==> config.mk <==
export PLATFORM = sky130hd
export DESIGN_NAME = dual_lc_rotation_detector_unit
export DESIGN_NICKNAME = d
export VERILOG_FILES = /design/src/rtl/dlrd_pkg.sv /design/src/rtl/dlrd_attack.sv /design/src/rtl/dlrd_history.sv /design/src/rtl/dual_lc_rotation_detector_unit.sv
export SDC_FILE = /design/constraint.sdc
export NUM_CORES = 1
export LEC_CHECK = 0
export BUFFER_PORTS_ARGS = -buffer_cell sky130_fd_sc_hd__buf_4
export CAP_MARGIN = 20
export CORE_UTILIZATION = 23
export CTS_CLUSTER_DIAMETER = 30
export DETAILED_ROUTE_END_ITERATION = 10
export GPL_TIMING_DRIVEN = 0
export PLACE_DENSITY = 0.37
export SYNTH_ARGS = -nofsm -noshare
export SYNTH_HDL_FRONTEND = slang
export SYNTH_HIERARCHICAL = 1
export SYNTH_SLANG_ARGS = --single-unit
==> constraint.sdc <==
create_clock -name clk_i -period 13.5 [get_ports clk_i]
set_input_delay 1.35 -clock clk_i [delete_from_list [all_inputs] [get_ports clk_i]]
set_output_delay 1.35 -clock clk_i [all_outputs]
set_load 0.005 [all_outputs]
==> src/rtl/dlrd_pkg.sv <==
`timescale 1ns / 1ps
`default_nettype none
// ----------------------------------------------------------------------------
// dlrd_pkg - shared types and constants of the dual LC rotation detector
// Transaction structs, register indexes, reset values and history event codes.
// ----------------------------------------------------------------------------
package dlrd_pkg;

  // Input transaction: one scan of both sensor channels
  typedef struct packed {
    logic [7:0] count_a;
    logic       valid_a;
    logic [7:0] count_b;
    logic       valid_b;
  } in_item_t;

  // Result transaction: one per scan
  typedef struct packed {
    logic        forward_rev;
    logic        reverse_rev;
    logic [31:0] reverse_total;
    logic        attack_detected;
  } out_item_t;

  // Configuration register indexes
  typedef enum logic [1:0] {
    REG_FILTER_DELTA = 2'd0,
    REG_ATTACK_LEVEL = 2'd1,
    REG_ATTACK_LIMIT = 2'd2,
    REG_ATTACK_TRIP  = 2'd3
  } cfg_reg_e;

  localparam int unsigned CfgIdxW = 2;
  localparam int unsigned CfgDataW = 8;

  // Register reset values
  localparam logic [7:0] FilterDeltaRst = 8'd3;
  localparam logic [7:0] AttackLevelRst = 8'd40;
  localparam logic [7:0] AttackLimitRst = 8'd60;
  localparam logic [7:0] AttackTripRst  = 8'd30;

  // Extremum seen by a channel history on one shift
  typedef enum logic [1:0] {
    EV_NONE   = 2'd0,
    EV_PEAK   = 2'd1,
    EV_VALLEY = 2'd2
  } hist_evt_e;

  // Attack tracker status handed to the rest of the step
  typedef struct packed {
    logic       stop;    // attack step: histories and marks stay untouched
    logic       flag;    // sticky attack flag after this scan
    logic [7:0] held_a;  // channel A count after this scan
    logic [7:0] held_b;  // channel B count after this scan
  } atk_status_t;

endpackage
`default_nettype wire

==> src/rtl/dlrd_attack.sv <==
`timescale 1ns / 1ps
`default_nettype none
// ----------------------------------------------------------------------------
// dlrd_attack - held counts and magnetic attack tracker
// Keeps the last valid count of each channel, runs the attack up/down
// counter and the sticky attack flag.
// ----------------------------------------------------------------------------
module dlrd_attack (
  input  wire logic                 clk_i,
  input  wire logic                 rst_ni,
  input  wire logic                 step_i,
  input  wire dlrd_pkg::in_item_t   item_i,
  input  wire logic [7:0]           attack_level_i,
  input  wire logic [7:0]           attack_limit_i,
  input  wire logic [7:0]           attack_trip_i,
  output dlrd_pkg::atk_status_t     status_o
);

  logic [7:0] held_a_q, held_a_d;
  logic [7:0] held_b_q, held_b_d;
  logic [7:0] cnt_q, cnt_d;
  logic       flag_q, flag_d;
  logic       inc;
  logic       stop;

  // Hold the last count of a channel that produced nothing this scan
  assign held_a_d = item_i.valid_a ? item_i.count_a : held_a_q;
  assign held_b_d = item_i.valid_b ? item_i.count_b : held_b_q;

  // Count up while both counts sit under the level and the counter is under the limit, else count down to zero
  assign inc = (held_a_d < attack_level_i) && (held_b_d < attack_level_i) &&
               (cnt_q < attack_limit_i);

  always_comb begin
    if (inc) begin
      cnt_d = cnt_q + 8'd1;
    end else if (cnt_q != 8'd0) begin
      cnt_d = cnt_q - 8'd1;
    end else begin
      cnt_d = cnt_q;
    end
  end

  assign stop   = (cnt_d >= attack_trip_i);
  assign flag_d = flag_q | stop;

  // Advance on every accepted transaction
  always_ff @(posedge clk_i or negedge rst_ni) begin
    if (!rst_ni) begin
      held_a_q <= '0;
      held_b_q <= '0;
      cnt_q    <= '0;
      flag_q   <= 1'b0;
    end else if (step_i) begin
      held_a_q <= held_a_d;
      held_b_q <= held_b_d;
      cnt_q    <= cnt_d;
      flag_q   <= flag_d;
    end
  end

  assign status_o.stop   = stop;
  assign status_o.flag   = flag_d;
  assign status_o.held_a = held_a_d;
  assign status_o.held_b = held_b_d;

endmodule
`default_nettype wire

==> src/rtl/dlrd_history.sv <==
`timescale 1ns / 1ps
`default_nettype none
// ----------------------------------------------------------------------------
// dlrd_history - three-deep count history of one channel
// Seeds an empty history, shifts in a count that moved by at least the filter delta and reports
// whether the middle entry became a peak or a valley.
// ----------------------------------------------------------------------------
module dlrd_history (
  input  wire logic                 clk_i,
  input  wire logic                 rst_ni,
  input  wire logic                 step_i,
  input  wire logic [7:0]           sample_i,
  input  wire logic [7:0]           filter_delta_i,
  output dlrd_pkg::hist_evt_e       evt_o
);

  // Index 2 is the newest entry
  logic [7:0] h0_q, h1_q, h2_q;
  logic [7:0] diff;
  logic       empty;
  logic       shift;

  assign empty = (h2_q == 8'd0);
  assign diff  = (sample_i >= h2_q) ? (sample_i - h2_q) : (h2_q - sample_i);
  assign shift = !empty && (diff >= filter_delta_i);

  // Classify the entry that moves to the middle; skip while the middle entry is empty
  always_comb begin
    evt_o = dlrd_pkg::EV_NONE;
    if (shift && (h1_q != 8'd0)) begin
      if ((h2_q > h1_q) && (h2_q > sample_i)) begin
        evt_o = dlrd_pkg::EV_PEAK;
      end else if ((h2_q < h1_q) && (h2_q < sample_i)) begin
        evt_o = dlrd_pkg::EV_VALLEY;
      end
    end
  end

  // Seed an empty history, otherwise shift on a large enough move
  always_ff @(posedge clk_i or negedge rst_ni) begin
    if (!rst_ni) begin
      h0_q <= '0;
      h1_q <= '0;
      h2_q <= '0;
    end else if (step_i) begin
      if (empty) begin
        h2_q <= sample_i;
      end else if (shift) begin
        h0_q <= h1_q;
        h1_q <= h2_q;
        h2_q <= sample_i;
      end
    end
  end

endmodule
`default_nettype wire

==> src/rtl/dual_lc_rotation_detector_unit.sv <==
`timescale 1ns / 1ps
`default_nettype none
// ----------------------------------------------------------------------------
// dual_lc_rotation_detector_unit - rotation and attack detector, two LC channels
// Tracks peaks and valleys of both channels, reports forward and reverse
// revolutions and a sticky magnetic attack flag, one result per scan.
// ----------------------------------------------------------------------------
//  Channel  Direction  Handshake               Payload
//  in       sink       in_valid_i / in_ready_o  in_data_i  (dlrd_pkg::in_item_t)
//  out      source     out_valid_o / out_ready_i out_data_o (dlrd_pkg::out_item_t)
//  cfg      sink       cfg_we_i (no wait)       cfg_idx_i, cfg_wdata_i
//
//  One transaction per cycle unless out stalls; result valid in the next cycle.
//  The state update is a single combinational pass from the accepted scan
//  into the state registers and the result register.
//  The input is ready whenever the result register is empty or being taken.
//  Reset clears all state but out_q, loads register defaults; no clearing pass.
// ----------------------------------------------------------------------------
module dual_lc_rotation_detector_unit (
  input  wire logic                            clk_i,
  input  wire logic                            rst_ni,
  input  wire logic                            in_valid_i,
  output logic                                 in_ready_o,
  input  wire dlrd_pkg::in_item_t              in_data_i,
  output logic                                 out_valid_o,
  input  wire logic                            out_ready_i,
  output dlrd_pkg::out_item_t                  out_data_o,
  input  wire logic                            cfg_we_i,
  input  wire logic [dlrd_pkg::CfgIdxW-1:0]    cfg_idx_i,
  input  wire logic [dlrd_pkg::CfgDataW-1:0]   cfg_wdata_i
);

  localparam logic [3:0] MarkAPeak   = 4'b0001;
  localparam logic [3:0] MarkAValley = 4'b0010;
  localparam logic [3:0] MarkBPeak   = 4'b0100;
  localparam logic [3:0] MarkBValley = 4'b1000;

  logic [7:0] filter_delta_q, attack_level_q, attack_limit_q, attack_trip_q;

  logic                  accept;
  logic                  hist_step;
  dlrd_pkg::atk_status_t atk;
  dlrd_pkg::hist_evt_e   evt_a, evt_b;

  logic [3:0]  marks_q, marks_d;
  logic        a_ready_q, a_ready_d;
  logic        dir_fwd_q, dir_fwd_d;
  logic [31:0] rev_cnt_q, rev_cnt_d;
  logic        fwd, rev;

  logic                out_valid_q;
  dlrd_pkg::out_item_t out_q, out_d;

  assign in_ready_o = !out_valid_q || out_ready_i;
  assign accept     = in_valid_i && in_ready_o;
  assign hist_step  = accept && !atk.stop;

  // Configuration registers
  always_ff @(posedge clk_i or negedge rst_ni) begin
    if (!rst_ni) begin
      filter_delta_q <= dlrd_pkg::FilterDeltaRst;
      attack_level_q <= dlrd_pkg::AttackLevelRst;
      attack_limit_q <= dlrd_pkg::AttackLimitRst;
      attack_trip_q  <= dlrd_pkg::AttackTripRst;
    end else if (cfg_we_i) begin
      case (dlrd_pkg::cfg_reg_e'(cfg_idx_i))
        dlrd_pkg::REG_FILTER_DELTA: filter_delta_q <= cfg_wdata_i;
        dlrd_pkg::REG_ATTACK_LEVEL: attack_level_q <= cfg_wdata_i;
        dlrd_pkg::REG_ATTACK_LIMIT: attack_limit_q <= cfg_wdata_i;
        dlrd_pkg::REG_ATTACK_TRIP:  attack_trip_q  <= cfg_wdata_i;
        default: ;
      endcase
    end
  end

  dlrd_attack u_attack (
    .clk_i          (clk_i),
    .rst_ni         (rst_ni),
    .step_i         (accept),
    .item_i         (in_data_i),
    .attack_level_i (attack_level_q),
    .attack_limit_i (attack_limit_q),
    .attack_trip_i  (attack_trip_q),
    .status_o       (atk)
  );

  dlrd_history u_hist_a (
    .clk_i          (clk_i),
    .rst_ni         (rst_ni),
    .step_i         (hist_step),
    .sample_i       (atk.held_a),
    .filter_delta_i (filter_delta_q),
    .evt_o          (evt_a)
  );

  dlrd_history u_hist_b (
    .clk_i          (clk_i),
    .rst_ni         (rst_ni),
    .step_i         (hist_step),
    .sample_i       (atk.held_b),
    .filter_delta_i (filter_delta_q),
    .evt_o          (evt_b)
  );

  // Update point marks and direction, emit a revolution once all four are seen
  always_comb begin
    marks_d   = marks_q;
    a_ready_d = a_ready_q;
    dir_fwd_d = dir_fwd_q;
    rev_cnt_d = rev_cnt_q;
    fwd       = 1'b0;
    rev       = 1'b0;
    if (!atk.stop) begin
      case (evt_a)
        dlrd_pkg::EV_PEAK: begin
          marks_d   = (marks_d | MarkAPeak) & ~MarkAValley;
          a_ready_d = 1'b1;
        end
        dlrd_pkg::EV_VALLEY: begin
          marks_d   = marks_d | MarkAValley;
          a_ready_d = 1'b0;
        end
        default: ;
      endcase
      case (evt_b)
        dlrd_pkg::EV_PEAK: begin
          marks_d   = (marks_d | MarkBPeak) & ~MarkBValley;
          dir_fwd_d = !a_ready_d;
        end
        dlrd_pkg::EV_VALLEY: begin
          marks_d = marks_d | MarkBValley;
        end
        default: ;
      endcase
      if (&marks_d) begin
        if (dir_fwd_d) begin
          fwd = 1'b1;
        end else begin
          rev       = 1'b1;
          rev_cnt_d = rev_cnt_q + 32'd1;
        end
        marks_d = '0;
      end
    end
  end

  always_ff @(posedge clk_i or negedge rst_ni) begin
    if (!rst_ni) begin
      marks_q   <= '0;
      a_ready_q <= 1'b0;
      dir_fwd_q <= 1'b1;
      rev_cnt_q <= '0;
    end else if (accept) begin
      marks_q   <= marks_d;
      a_ready_q <= a_ready_d;
      dir_fwd_q <= dir_fwd_d;
      rev_cnt_q <= rev_cnt_d;
    end
  end

  // Result register: load on accept, drop when taken
  always_comb begin
    out_d.forward_rev     = fwd;
    out_d.reverse_rev     = rev;
    out_d.reverse_total   = rev_cnt_d;
    out_d.attack_detected = atk.flag;
  end

  always_ff @(posedge clk_i or negedge rst_ni) begin
    if (!rst_ni) begin
      out_valid_q <= 1'b0;
    end else if (accept) begin
      out_valid_q <= 1'b1;
    end else if (out_ready_i) begin
      out_valid_q <= 1'b0;
    end
  end

  always_ff @(posedge clk_i) begin
    if (accept) begin
      out_q <= out_d;
    end
  end

  assign out_valid_o = out_valid_q;
  assign out_data_o  = out_q;

  // An attack step never reports a revolution
  a_attack_no_rev: assert property (@(posedge clk_i) disable iff (!rst_ni)
    (accept && atk.stop) |=> (!out_q.forward_rev && !out_q.reverse_rev))
    else $error("revolution reported on an attack step");

  // The attack flag never falls from one result to the next
  a_flag_sticky: assert property (@(posedge clk_i) disable iff (!rst_ni)
    (accept && out_valid_q && out_q.attack_detected) |=> out_q.attack_detected)
    else $error("attack flag cleared");

  // The reverse total moves only with a reverse revolution
  a_rev_total: assert property (@(posedge clk_i) disable iff (!rst_ni)
    (accept && !rev) |=> (rev_cnt_q == $past(rev_cnt_q)))
    else $error("reverse total changed without a reverse revolution");

  // Marks are cleared whenever a revolution is reported
  a_marks_clear: assert property (@(posedge clk_i) disable iff (!rst_ni)
    (accept && (fwd || rev)) |=> (marks_q == 4'd0))
    else $error("point marks not cleared after a revolution");

endmodule
`default_nettype wire
-- After elaboration in Yosys (flattened, before gate mapping)
Index checks and enable logic that the tools add are counted.
- logic and storage cells: 125
- bits of input ports: 33
- register bits after elaboration: 163
- output and inout bits: 37
- bitwise logic cells: 5
- reduce and logical (&&, ||, !) cells: 38
- order comparisons: 16
- multiplexer cells: 31
- $add $sub $neg: 7
- eq/ne operators: 7
- operators by type and width (kind ; number):
    $mux 32 ; 3
    $mux 8 ; 10
    $lt 8x8->1 ; 7
    $ge 8x8->1 ; 5
    $add 32x1->32 const B ; 1
    $gt 8x8->1 ; 4
    $sub 8x8->8 ; 4
    $reduce_bool 8->1 ; 3
    $logic_not 8->1 ; 2
    $reduce_and 2->1 ; 7
    $logic_and 1x1->1 ; 12
    $mux 2 ; 6
    $add 8x1->8 const B ; 1
    $eq 2x2->1 const B ; 4
    $mux 4 ; 2
    $pmux 4 s2 ; 1
    $sub 8x1->8 const B ; 1
    $mux 1 ; 7
    $eq 2x1->1 const B ; 3
    $reduce_and 3->1 ; 2
    $reduce_bool 2->1 ; 3
    $logic_not 1->1 ; 5
    $not 1->1 ; 4
    $pmux 2 s2 ; 1
    6 further kinds ; 6

-- Longest topological paths before layout
Gate-level depths: netlist of the first run.
- depth in word-level cells: 16
- mapped depth: 30
- depth with buffers taken out: 26

-- Cells and area by module
The synthesis of the first run kept the hierarchy.
- modules (own cells, without submodules) (module ; area each (µm²) ; cells an instance ; times used ; sequential area each (µm²)):
    dual_lc_rotation_detector_unit ; 4828.4 ; 390 ; 1 ; 2844.0
    dlrd_history ; 1717.9 ; 183 ; 2 ; 400.4
    dlrd_attack ; 2449.8 ; 290 ; 1 ; 625.6

-- Worst setup path after synthesis of the first run
Ideal clock, no wire load.
- kind: input to register
- from: in in_data_i[0] in the netlist's numbering
- to: reg out_q, in the netlist out_data_o[15] (data pin)
- path buffers: 4
- arrival time: 6.409 ns
- slack: 6.833 ns
- cell stages on the path: 29
- library setup time: 0.258 ns
- data required time: 13.242 ns
- cells stage by stage: buf_2 -> mux2i_1 -> inv_1 -> inv_1 -> ha_1 -> inv_1 -> fa_1 -> a21o_1 -> a21oi_2 -> nand3_1 -> a221o_1 -> buf_6 -> mux2_2 -> ha_1 -> a21o_1 -> a211o_1 -> a221oi_4 -> nand3b_1 -> and3b_1 -> inv_1 -> ha_1 -> buf_4 -> nor2b_1 -> buf_2 -> a211oi_4 -> nand2_2 -> inv_2 -> nand4_1 -> xnor2_1
- RTL lines (what ; RTL line ; RTL):
    start: declaration ; dual_lc_rotation_detector_unit.sv:24 ; input wire dlrd_pkg::in_item_t in_data_i,
    end signal: assignment ; dual_lc_rotation_detector_unit.sv:181 ; out_q <= out_d;
    end: declaration ; dual_lc_rotation_detector_unit.sv:52 ; dlrd_pkg::out_item_t out_q, out_d;

==> results of run 1 <==
==> metal layers <==
layer	up-vias	track usage (%)
met5	-	0
met4	0	5.10
met3	26	2.32
met2	106	20.1
met1	3824	17.8
li1	3881	-
==> state kept, by name, summed over array words and instances, names as in the netlist, 8 cells and up <==
register	flops
u_hist_b/h2_q	8
u_attack/cnt_q	8
u_attack/held_a_q	8
attack_trip_q	8
u_hist_b/h1_q	8
attack_limit_q	8
u_hist_a/h1_q	8
filter_delta_q	8
attack_level_q	8
out_data_o	35
u_attack/held_b_q	8
u_hist_a/h2_q	8
rev_cnt_q	32
==> kinds of logic after synthesis <==
group	Yosys count	share of synthesized area, %
xor gates and xnor gates	77	6.29
and+or+nand+nor	304	14.6
adders and majority gates	105	12.5
buffers and inverters	152	6.22
muxes	81	8.30
DFF	163	39.9
AOI/OAI and AO/OA	164	12.2
==> final cells by class <==
type,count,area share [%]
Tap cell,600,5.95
Clock inverter,14,1.12
Inverter,109,3.24
Timing Repair Buffer,69,4.40
Multi-Input combinational cell,731,45.8
Clock buffer,18,3.57
Sequential cell,163,33.9
Buffer,43,2.04
==> where the power goes <==
part	total, W	internal (W)	switching, W
Combinational	0.00128	0.000573	0.000706
Clock	0.000505	0.000269	0.000236
Sequential	0.000707	0.000601	0.000107
Total	0.00249	0.00144	0.00105
==> worst reg2reg max path, cell delays in order, from the launching register on <==
cell      delay (ns)
dfrtp_1         0.38
mux2i_1         0.37
inv_1           0.17
inv_1           0.09
ha_1            0.14
inv_1           0.06
fa_1            0.38
a21o_1          0.19
a21oi_2         0.20
nand3_1         0.10
a221o_1         0.31
buf_6           0.15
mux2i_1         0.18
xor2_1          0.28
ha_1            0.24
nand4_1         0.10
nor2_1          0.19
a221oi_4        0.13
nand3b_1        0.22
nor4_1          0.44
inv_1           0.09
ha_1            0.31
mux2i_1         0.20
nor3_2          0.35
buf_2           0.33
nand2_1         0.21
nor3_1          0.29
xor2_1          0.23
==> metrics by stage <==
stage / hold WS (ns) / cells / total power [W]
floorplan: 0.420 / 1046 / 0.00167
global placement: 0.435 / 1713 / 0.00200
detailed placement: 0.438 / 1715 / 0.00200
CTS: 0.456 / 1747 / 0.00254
global route: 0.480 / 1747 / 0.00271
finish: 0.449 / 1747 / 0.00249
==> path summary, 6_finish.rpt <==
kind / depth (start not counted) / to / from
max: 28 / out_data_o[20] / in_data_i[0]
min: 1 / u_attack/flag_q / u_attack/flag_q
max reg2reg: 27 / out_data_o[20] / u_attack/held_b_q[0]
min reg2reg: 1 / u_attack/flag_q / u_attack/flag_q
max in group asynchronous: 2 / attack_level_q[5] / rst_ni
min in group asynchronous: 1 / u_attack/cnt_q[3] / rst_ni
==> Yosys cell counts, types with 3 or more instances <==
master	n	area, µm²
nand2_2	3	18.8
a21oi_1	30	150
dfrtp_1	115	2880
a31oi_1	10	62.6
nor2b_1	7	43.8
nand2b_1	10	62.6
buf_6	9	101
mux2i_1	25	250
or3_1	4	25.0
and2_1	3	18.8
o21ai_0	15	75.1
clkbuf_1	20	75.1
a211o_1	3	26.3
nor2_1	83	312
a221oi_1	4	35.0
buf_2	6	30.0
a21o_1	29	218
nand2_1	60	225
xor2_1	37	324
and3_1	6	37.5
nand3b_1	4	30.0
o21a_1	5	37.5
o32ai_1	3	26.3
nor4_1	14	87.6
inv_1	107	402
o22ai_1	4	25.0
mux2_2	53	597
nand4_1	30	188
nand4b_1	3	26.3
a32o_1	16	160
edfxtp_1	35	1050
xnor2_1	40	350
nor3_1	25	125
fa_1	4	80.1
ha_1	101	1260
buf_4	5	37.5
dfstp_2	13	342
a22o_1	17	149
nand3_1	34	170
a32oi_1	3	26.3
==> metrics.md, run 1 <==
| Metric | Value |
|---|---|
| Starting DRT DRC Count | `446` |
| Post-DP HPWL | `21600 µm` |
| First-pass GRT wire length | `46200 µm` |
| Final WL | `between 20000 and 30000 µm` |
| CP endpoint kind | `flip-flop` |
| Hold Vio Cnt, Final | `0` |
| Area delta synth->final | `17.7%` |
| Die ar. | `47400 µm²` |
| Worst relative slew slack | `between 40% and 50%` |
| CTS Buf Count | `17` |
| Synth unique cells | `76` |
| Filler cells | `~4900` |
| Ys async rst share | `78.5%` |
| Clk_skew | `0.0114 ns` |
| Final min period | `approximately 7.3 ns` |
| Initial core utilization | `23.5%` |
| Max FO, Critical Path | `10` |
| Final ANT Viol Nets | `0` |
| CP top delay family | `simple AND/OR/NAND/NOR gates` |
| EDFF count, synth | `35` |
| Layout cells sized above 1 | `19.2%` |
| Post_cts resized | `0` |
| Critical-path top delay cell | `mux2i_1` |
| Mapped cell area | `10700 µm²` |
| Initial antenna violation count | `0` |
| CTS tree | `built` |
| Final Setup Violations | `0` |
| Fin crit share | `54.0%` |
| Clock Root Buffer | `clkbuf_16` |
| FMAX | `137 MHz` |
| TNS Setup | `0 ns` |
| Max-slew violation count | `0` |
| Syn. warnings | `6` |
| Status | `finished, final reports clean` |
| Synthesized area per cell | `10.2 µm²` |
| CP max stage delay | `0.46 ns` |
| Max IR drop VDD | `between 90 and 100 µV` |
| DRC viols | `0` |
| Fin nets | `1272` |
| Leakage power figure | `5.70 nW` |
| Die Wd | `218 µm` |
| # IOs | `70` |
| Unrepaired setup endpoints after global routing | `no` |
| Final GP Congestion | `0.804` |
| Die height | `218 µm` |
| Clk_lat worst skew | `0.48 ns` |
| Clock buffer depth | `2` |
| Post-synth top flop | `dfrtp_1` |
| Post-route cell area | `12600 µm²` |
| PwrDens | `198 nW/µm²` |
| WP data arrival | `7.59 ns` |
| GR Overflow Total | `0` |
| #FFs+latches synth | `approximately 160` |
| Aggregate global-route resource usage | `13.0%` |
| Metal-1 WL | `approximately 14000 µm` |
| Max-cap violations | `0` |
| Reg-to-reg slack, setup | `approximately 7 ns` |
| Top Layer Used | `met4` |
| Fin util | `between 20% and 30%` |
| Req. time, crit path | `13.80 ns` |
| Core Rows | `78` |
| CP startpoint kind | `input port` |
| Clk sinks | `163` |
| WL met3 | `819 µm` |
| # hold bufs at CTS | `0` |
| Worst Hold Class | `flip-flop to flip-flop` |
| Routed vias | `7837` |
| Vias per inst | `~4.5` |
| Ant diodes | `0` |
| Slew at the pin closest to its max-slew limit | `0.768 ns` |
| Post-synthesis cell count | `1046` |
| Register area | `4270 µm²` |
| Sequential share of the synthesized area | `39.9%` |
| Post-CTS Setup Repair Bufs | `0` |
| Placed Area | `12000 µm²` |
| Largest net degree at the start of global routing | `77` |
| Vias in the first global route | `7787` |
| Footprint of the multi-input gates | `around 5800 µm²` |
| Setup CP Type | `input port to flip-flop` |
| Place WS | `5.61 ns` |
| Net count after synthesis | `1184` |
| Clk slew on worst S/H paths | `~0.070 ns` |
| # port buffers | `67` |
| Core Area | `about 46000 µm²` |
| Most common cell after layout, fill and taps aside | `dfrtp_1` |
| Drt pass-1 iters | `4` |
| WP buf/inv | `7` |
| Drt wl/cell | `16.5 µm` |
| Routed wl met2 | `13100 µm` |
| Most frequent cells in the layout | `115 x dfrtp_1, 106 x inv_1, 101 x ha_1` |
| Htree depth | `4` |
| Crit path top cell by count | `inv_1` |
| Final worst slack | `6.21 ns` |
(Power assumes the default switching activity.)
==> inputs of run 2 (changes only) <==
==> constraint.sdc (replaced) <==
create_clock -name clk_i -period 6.84 [get_ports clk_i]
set_input_delay 0.684 -clock clk_i [delete_from_list [all_inputs] [get_ports clk_i]]
set_output_delay 0.684 -clock clk_i [all_outputs]
set_load 0.005 [all_outputs]
==> metrics.md, run 2 (synthesis gave the netlist of run 1 again) <==
| Metric | Value |
|---|---|
| Most frequent cells in the layout | `115 x dfrtp_1, 106 x inv_1, 101 x ha_1` |
| Die ar. | `47400 µm² (unchanged)` |
| Clk slew on worst S/H paths | `0.07 ns (about the same)` |
| Reg power frac | `28.3% (about the same)` |
| R2r startpoint | `u_attack/held_a_q[0]` |
| Switching power | `0.00208 W (+98%)` |
| Comb power frac | `51.4% (about the same)` |
| Core Rows | `78 (unchanged)` |
| Layout cells sized above 1 | `19.4% (+0.26 points)` |
| Drt wl/cell | `16.6 µm (+0.16%)` |
| Most common cell after layout, fill and taps aside | `dfrtp_1` |
| Initial core utilization | `23.5% (unchanged)` |
| Req. time, crit path | `7.14 ns (-6.66 ns)` |
| # hold bufs at CTS | `0 (unchanged)` |
| Worst Reg-to-Reg Cells | `25 (-7.4%)` |
| # IOs | `70 (unchanged)` |
| Post-CTS Setup Repair Bufs | `0 (unchanged)` |
| PwrDens | `390 nW/µm² (+98%)` |
| Final worst slack | `0.429 ns (-5.78 ns)` |
| Slew at the pin closest to its max-slew limit | `0.762 ns (-0.00596 ns)` |
| WP data arrival | `6.71 ns (-0.88 ns)` |
| Max-slew violation count | `0 (unchanged)` |
| CP endpoint kind | `flip-flop` |
| Clock Root Buffer | `clkbuf_16` |
| Largest net degree at the start of global routing | `77 (unchanged)` |
| Htree depth | `4 (unchanged)` |
| Initial antenna violation count | `0 (unchanged)` |
| Setup CP Type | `input port to flip-flop` |
| Final Setup Violations | `0 (unchanged)` |
| Post-DP HPWL | `21600 µm (unchanged)` |
| Area delta synth->final | `18.0%` |
| Drt pass-1 iters | `4 (unchanged)` |
| Aggregate global-route resource usage | `13.0% (unchanged)` |
| Leakage power figure | `5.70 nW (about the same)` |
| Placed Area | `12000 µm² (unchanged)` |
| First-pass GRT wire length | `46200 µm (unchanged)` |
| Core Area | `45700 µm² (unchanged)` |
| Worst relative slew slack | `49.2% (+0.40 points)` |
| Clock power frac | `20.3% (about the same)` |
| Final min period | `6.41 ns` |
| Starting DRT DRC Count | `451 (+1.1%)` |
| CTS Buf Count | `17 (unchanged)` |
| Final WL | `28900 µm (+0.16%)` |
| Unrepaired setup endpoints after global routing | `no` |
| Final ANT Viol Nets | `0 (unchanged)` |
| Status | `finished, final reports clean` |
| Max-cap violations | `0 (unchanged)` |
| Clk_skew | `0.0119 ns (+0.000486 ns)` |
| DRC viols | `0 (unchanged)` |
| Internal | `0.00285 W (+98%)` |
| Reg-to-reg endpoint | `out_data_o[20]` |
| FMAX | `156 MHz` |
| Max FO, Critical Path | `10 (unchanged)` |
| Place WS | `-0.379 ns (-5.99 ns)` |
| Fin crit share | `93.7%` |
| Clk sinks | `163 (unchanged)` |
| # port buffers | `67 (unchanged)` |
| Max IR drop VDD | `196 µV (+100%)` |
| Vias in the first global route | `7787 (unchanged)` |
| CTS tree | `built` |
| Clock buffer depth | `2 (unchanged)` |
| Vias per inst | `4.49 (+0.18%)` |
| Reg-to-reg slack, setup | `0.46 ns (-6.54 ns)` |
| GR Overflow Total | `0 (unchanged)` |
| Ant diodes | `0 (unchanged)` |
| Post-route cell area | `12600 µm² (+0.22%)` |
| Fin nets | `1272 (unchanged)` |
| Clk_lat worst skew | `0.48 ns (about the same)` |
| Routed vias | `7851 (+0.18%)` |
| Die height | `218 µm (unchanged)` |
| Max reg flops | `35 (unchanged)` |
| Final GP Congestion | `0.804 (unchanged)` |
| Sw frac | `42.2% (+0.096 points)` |
| CP startpoint kind | `input port` |
| Worst Hold Class | `input port to async pin` |
| Hold Vio Cnt, Final | `0 (unchanged)` |
| Die Wd | `218 µm (unchanged)` |
run 2: cell types whose count changed in the layout (fill, tap and decap cells not counted):
cell      before  now
nor4_1        14   12
nor4_2         1    3
buf_2          6    5
clkbuf_4       0    1
mux2i_1       25   24
mux2i_4        0    1
run 2: what timing repair did:
action / CTS / global route
resized for setup: 0 / 5
endpoints found under the hold margin: 0 / 0
endpoints found under the setup margin: 0 / 37
run 2: through the flow:
| step | util [%] | hold WS, ns | instances | setup TNS [ns] | total power [W] |
|---|---|---|---|---|---|
| detailed placement | 26.3 | 0.438 | 1715 | -9.83 | 0.00395 |
| floorplan | - | 0.388 | 1046 | 0 | 0.00330 |
| global placement | 26.2 | 0.435 | 1713 | -12.12 | 0.00395 |
| global route | 27.7 | 0.173 | 1747 | 0 | 0.00537 |
| CTS | 27.6 | 0.139 | 1747 | 0 | 0.00501 |
| finish | 27.7 | 0.148 | 1747 | 0 | 0.00493 |
run 2: critical path: stages:
cell	delay, ns
buf_2	0.22
mux2i_4	0.34
inv_1	0.12
inv_1	0.07
ha_1	0.14
inv_1	0.06
fa_1	0.38
a21o_1	0.19
a21oi_2	0.20
nand3_1	0.10
a221o_1	0.31
buf_6	0.15
mux2_2	0.27
ha_1	0.27
a21o_1	0.16
a211o_1	0.33
a221oi_4	0.43
nand3b_1	0.22
and3b_1	0.21
ha_1	0.28
mux2i_1	0.20
nor3_2	0.35
clkbuf_4	0.31
nand2_1	0.18
nor3_1	0.28
xor2_1	0.23
run 2: power by group through the flow:
stage                     Sequential [W]  Clock, W  Combinational (W)
after floorplan                  0.00133         0            0.00197
after global placement           0.00142         0            0.00254
after global routing             0.00143   0.00108            0.00286
after detailed placement         0.00142         0            0.00253
final                            0.00140   0.00100            0.00254
after CTS                        0.00140   0.00105            0.00256
run 2: cell type report:
| cell class | instances | area (µm²) |
|---|---|---|
| Multi-Input combinational cell | 731 | 5800 |
| Fill cell | 4903 | 33000 |
| Inverter | 109 | 409 |
| Sequential cell | 163 | 4270 |
| Clock buffer | 18 | 450 |
| Timing Repair Buffer | 69 | 554 |
| Tap cell | 600 | 751 |
| Buffer | 43 | 260 |
| Clock inverter | 14 | 141 |
run 2: worst max path at each step:
| stage | startpoint | endpoint | depth (start not counted) |
|---|---|---|---|
| after global placement | in_data_i[0] | out_data_o[20] | 26 |
| final | in_data_i[0] | out_data_o[20] | 26 |
| after CTS | in_data_i[0] | out_data_o[20] | 26 |
| after floorplan | in_data_i[0] | out_data_o[15] | 29 |
| after global routing | in_data_i[0] | out_data_o[20] | 28 |
| after detailed placement | in_data_i[0] | out_data_o[14] | 29 |
run 2: metal layers:
metal  global-route usage (%)  wire length, µm
met1                     17.8            14300
met4                     5.10              458
met5                        0                0
met2                     20.1            13200
met3                     2.32              863
==> inputs of run 3 (changes only) <==
--- a/config.mk
+++ b/config.mk
@@ -10,7 +10,6 @@
 export CORE_UTILIZATION = 23
 export CTS_CLUSTER_DIAMETER = 30
 export DETAILED_ROUTE_END_ITERATION = 10
-export GPL_TIMING_DRIVEN = 0
 export PLACE_DENSITY = 0.37
 export SYNTH_ARGS = -nofsm -noshare
 export SYNTH_HDL_FRONTEND = slang
==> metrics.md, run 3 (synthesis gave the netlist of run 1 again) <==
| Metric | Value |
|---|---|
| Max FO, Critical Path | `8 (-2)` |
| Status | `finished, final reports clean` |
| Drt wl/cell | `16.8 µm (+1.2%)` |
| Largest net degree at the start of global routing | `78 (+1.3%)` |
| Vias per inst | `4.50 (+0.24%)` |
| Max-cap violations | `0 (unchanged)` |
| GR Overflow Total | `0 (unchanged)` |
| Leakage power figure | `5.61 nW (-1.5%)` |
| Die ar. | `47400 µm² (unchanged)` |
| Finished Layout Cells | `1715 (-1.8%)` |
| Hold Vio Cnt, Final | `0 (unchanged)` |
| Clk sinks | `163 (unchanged)` |
| Layout cells sized above 1 | `18.8% (-0.61 points)` |
| Clock Root Buffer | `clkbuf_16` |
| Initial core utilization | `23.5% (unchanged)` |
| Max-slew violation count | `0 (unchanged)` |
| Fin crit share | `89.3% (-4.5 points)` |
| CP endpoint kind | `flip-flop` |
| Crit path cell chain | `buf_4 > mux2i_2 > inv_1 > inv_1 > ha_1 > inv_1 > fa_1 > a21o_1 > a21oi_2 > nand3_1 > a221o_1 > mux2_2 > ha_1 > a21o_1 > a211o_1 > a221oi_4 > nand3b_1 > and3b_1 > ha_1 > mux2i_2 > a2111oi_2 > nand4_1 > nor2_1 > xor2_1` |
| Core Rows | `78 (unchanged)` |
| R2r startpoint | `u_attack/held_a_q[0]` |
| TNS Setup | `0 ns (unchanged)` |
| Post-CTS Setup Repair Bufs | `0 (unchanged)` |
| Setup CP Type | `input port to flip-flop` |
| FMAX | `164 MHz (+5.0%)` |
| Ant diodes | `0 (unchanged)` |
| Clock buffer depth | `2 (unchanged)` |
| Vias in the first global route | `7907 (+1.5%)` |
| Aggregate global-route resource usage | `13.0% (+0.044 points)` |
| Final min period | `6.11 ns (-0.305 ns)` |
| CTS Buf Count | `17 (unchanged)` |
| WP data arrival | `6.42 ns (-0.29 ns)` |
| Htree depth | `4 (unchanged)` |
| Core Area | `45700 µm² (unchanged)` |
| Drt pass-1 iters | `4 (unchanged)` |
| Clk_skew | `0.0121 ns (+0.000235 ns)` |
| Clk slew on worst S/H paths | `0.07 ns (about the same)` |
| Worst Hold Class | `input port to async pin` |
| CP max stage delay | `0.53 ns (+0.10 ns)` |
| Area delta synth->final | `15.9%` |
| Crit path from | `in_data_i[9]` |
| Final GP Congestion | `0.800 (-0.56%)` |
| PwrDens | `391 nW/µm² (+0.21%)` |
| Req. time, crit path | `7.15 ns (about the same)` |
| Final WL | `28700 µm (-0.62%)` |
| Slew at the pin closest to its max-slew limit | `0.846 ns (+0.0835 ns)` |
| CP top delay family | `compound AO/OA/AOI/OAI gates` |
| Max reg flops | `35 (unchanged)` |
| Die height | `218 µm (unchanged)` |
| Max IR drop VDD | `175 µV (-11%)` |
| Fin nets | `1240 (-2.5%)` |
| Most common cell after layout, fill and taps aside | `dfrtp_1` |
| # IOs | `70 (unchanged)` |
| DP Cell Count | `1683 (-1.9%)` |
| First-pass GRT wire length | `46400 µm (+0.34%)` |
| Starting DRT DRC Count | `403 (-11%)` |
| Most frequent cells in the layout | `115 x dfrtp_1, 106 x inv_1, 101 x ha_1` |
| Critical-path top delay cell | `a2111oi_2` |
| Die Wd | `218 µm (unchanged)` |
| Routed vias | `7726 (-1.6%)` |
| Worst relative slew slack | `43.2% (-6.0 points)` |
| Final ANT Viol Nets | `0 (unchanged)` |
| CTS tree | `built` |
| CP startpoint kind | `input port` |
| Initial antenna violation count | `0 (unchanged)` |
| # port buffers | `69 (+3.0%)` |
| # hold bufs at CTS | `0 (unchanged)` |
| DRC viols | `0 (unchanged)` |
| Clk_lat worst skew | `0.48 ns (about the same)` |
| WP buf/inv | `4 (-2)` |
| Unrepaired setup endpoints after global routing | `no` |
| Post_cts resized | `0 (unchanged)` |
| Post-DP HPWL | `21800 µm (+0.76%)` |
| Final Setup Violations | `0 (unchanged)` |
| Design Power | `0.00486 W (-1.6%)` |
## run 3: cell types whose count changed in the layout (fill, tap and decap cells not counted), sizes merged
cell / before / now
buf: 89 / 80
clkbuf: 41 / 18
clkinv: 6 / 5
clkinvlp: 2 / 1
inv: 114 / 116
## run 3: area by class of cell
type                    instances  area (µm²)
fillers                      4892       33300
multi-input cells             731        5780
clock inverters                14         165
repair buffers                 80         604
clock buffers                  18         439
well taps                     600         751
inverters                     109         409
flip-flops and latches        163        4270
## run 3: metrics by stage
| step | cell area, µm² | util, % | worst slack [ns] | hold WS (ns) |
|---|---|---|---|---|
| 6_report | 12400 | 27.2 | 0.734 | 0.252 |
| 3_3_place_gp | 11800 | 25.9 | 0.222 | 0.431 |
| 2_1_floorplan | 10700 | - | 0.839 | 0.388 |
| 3_5_place_dp | 11800 | 25.9 | 0.232 | 0.437 |
| 4_1_cts | 12400 | 27.2 | 0.728 | 0.262 |
| 5_1_grt | 12400 | 27.2 | 0.250 | 0.309 |
## run 3: routing by layer
layer / routed length [µm] / vias to the layer above / global-route usage [%]
li1: - / 3821 / -
met1: 13800 / 3766 / 16.6
met2: 13600 / 111 / 21.4
met3: 707 / 28 / 2.75
met4: 555 / 0 / 5.06
met5: 0 / - / 0
## run 3: final timing paths
kind	to	slack, ns	depth (start not counted)
worst max-delay path	out_data_o[32]	0.73	24
worst min-delay path	u_attack/held_b_q[5]	0.25	1
worst max register to register	out_data_o[32]	0.79	23
worst min register to register	u_attack/flag_q	0.45	1
max in group asynchronous	out_valid_o	5.31	2
min in group clk_i	out_valid_o	0.45	2
## run 3: power breakdown
part / switching, W / internal [W] / leakage, nW / total, W
sequential: 0.000232 / 0.00119 / 1.91 / 0.00142
clock: 0.000469 / 0.000529 / 0.294 / 0.000998
combinational: 0.00135 / 0.00109 / 3.41 / 0.00244
total: 0.00205 / 0.00281 / 5.61 / 0.00486
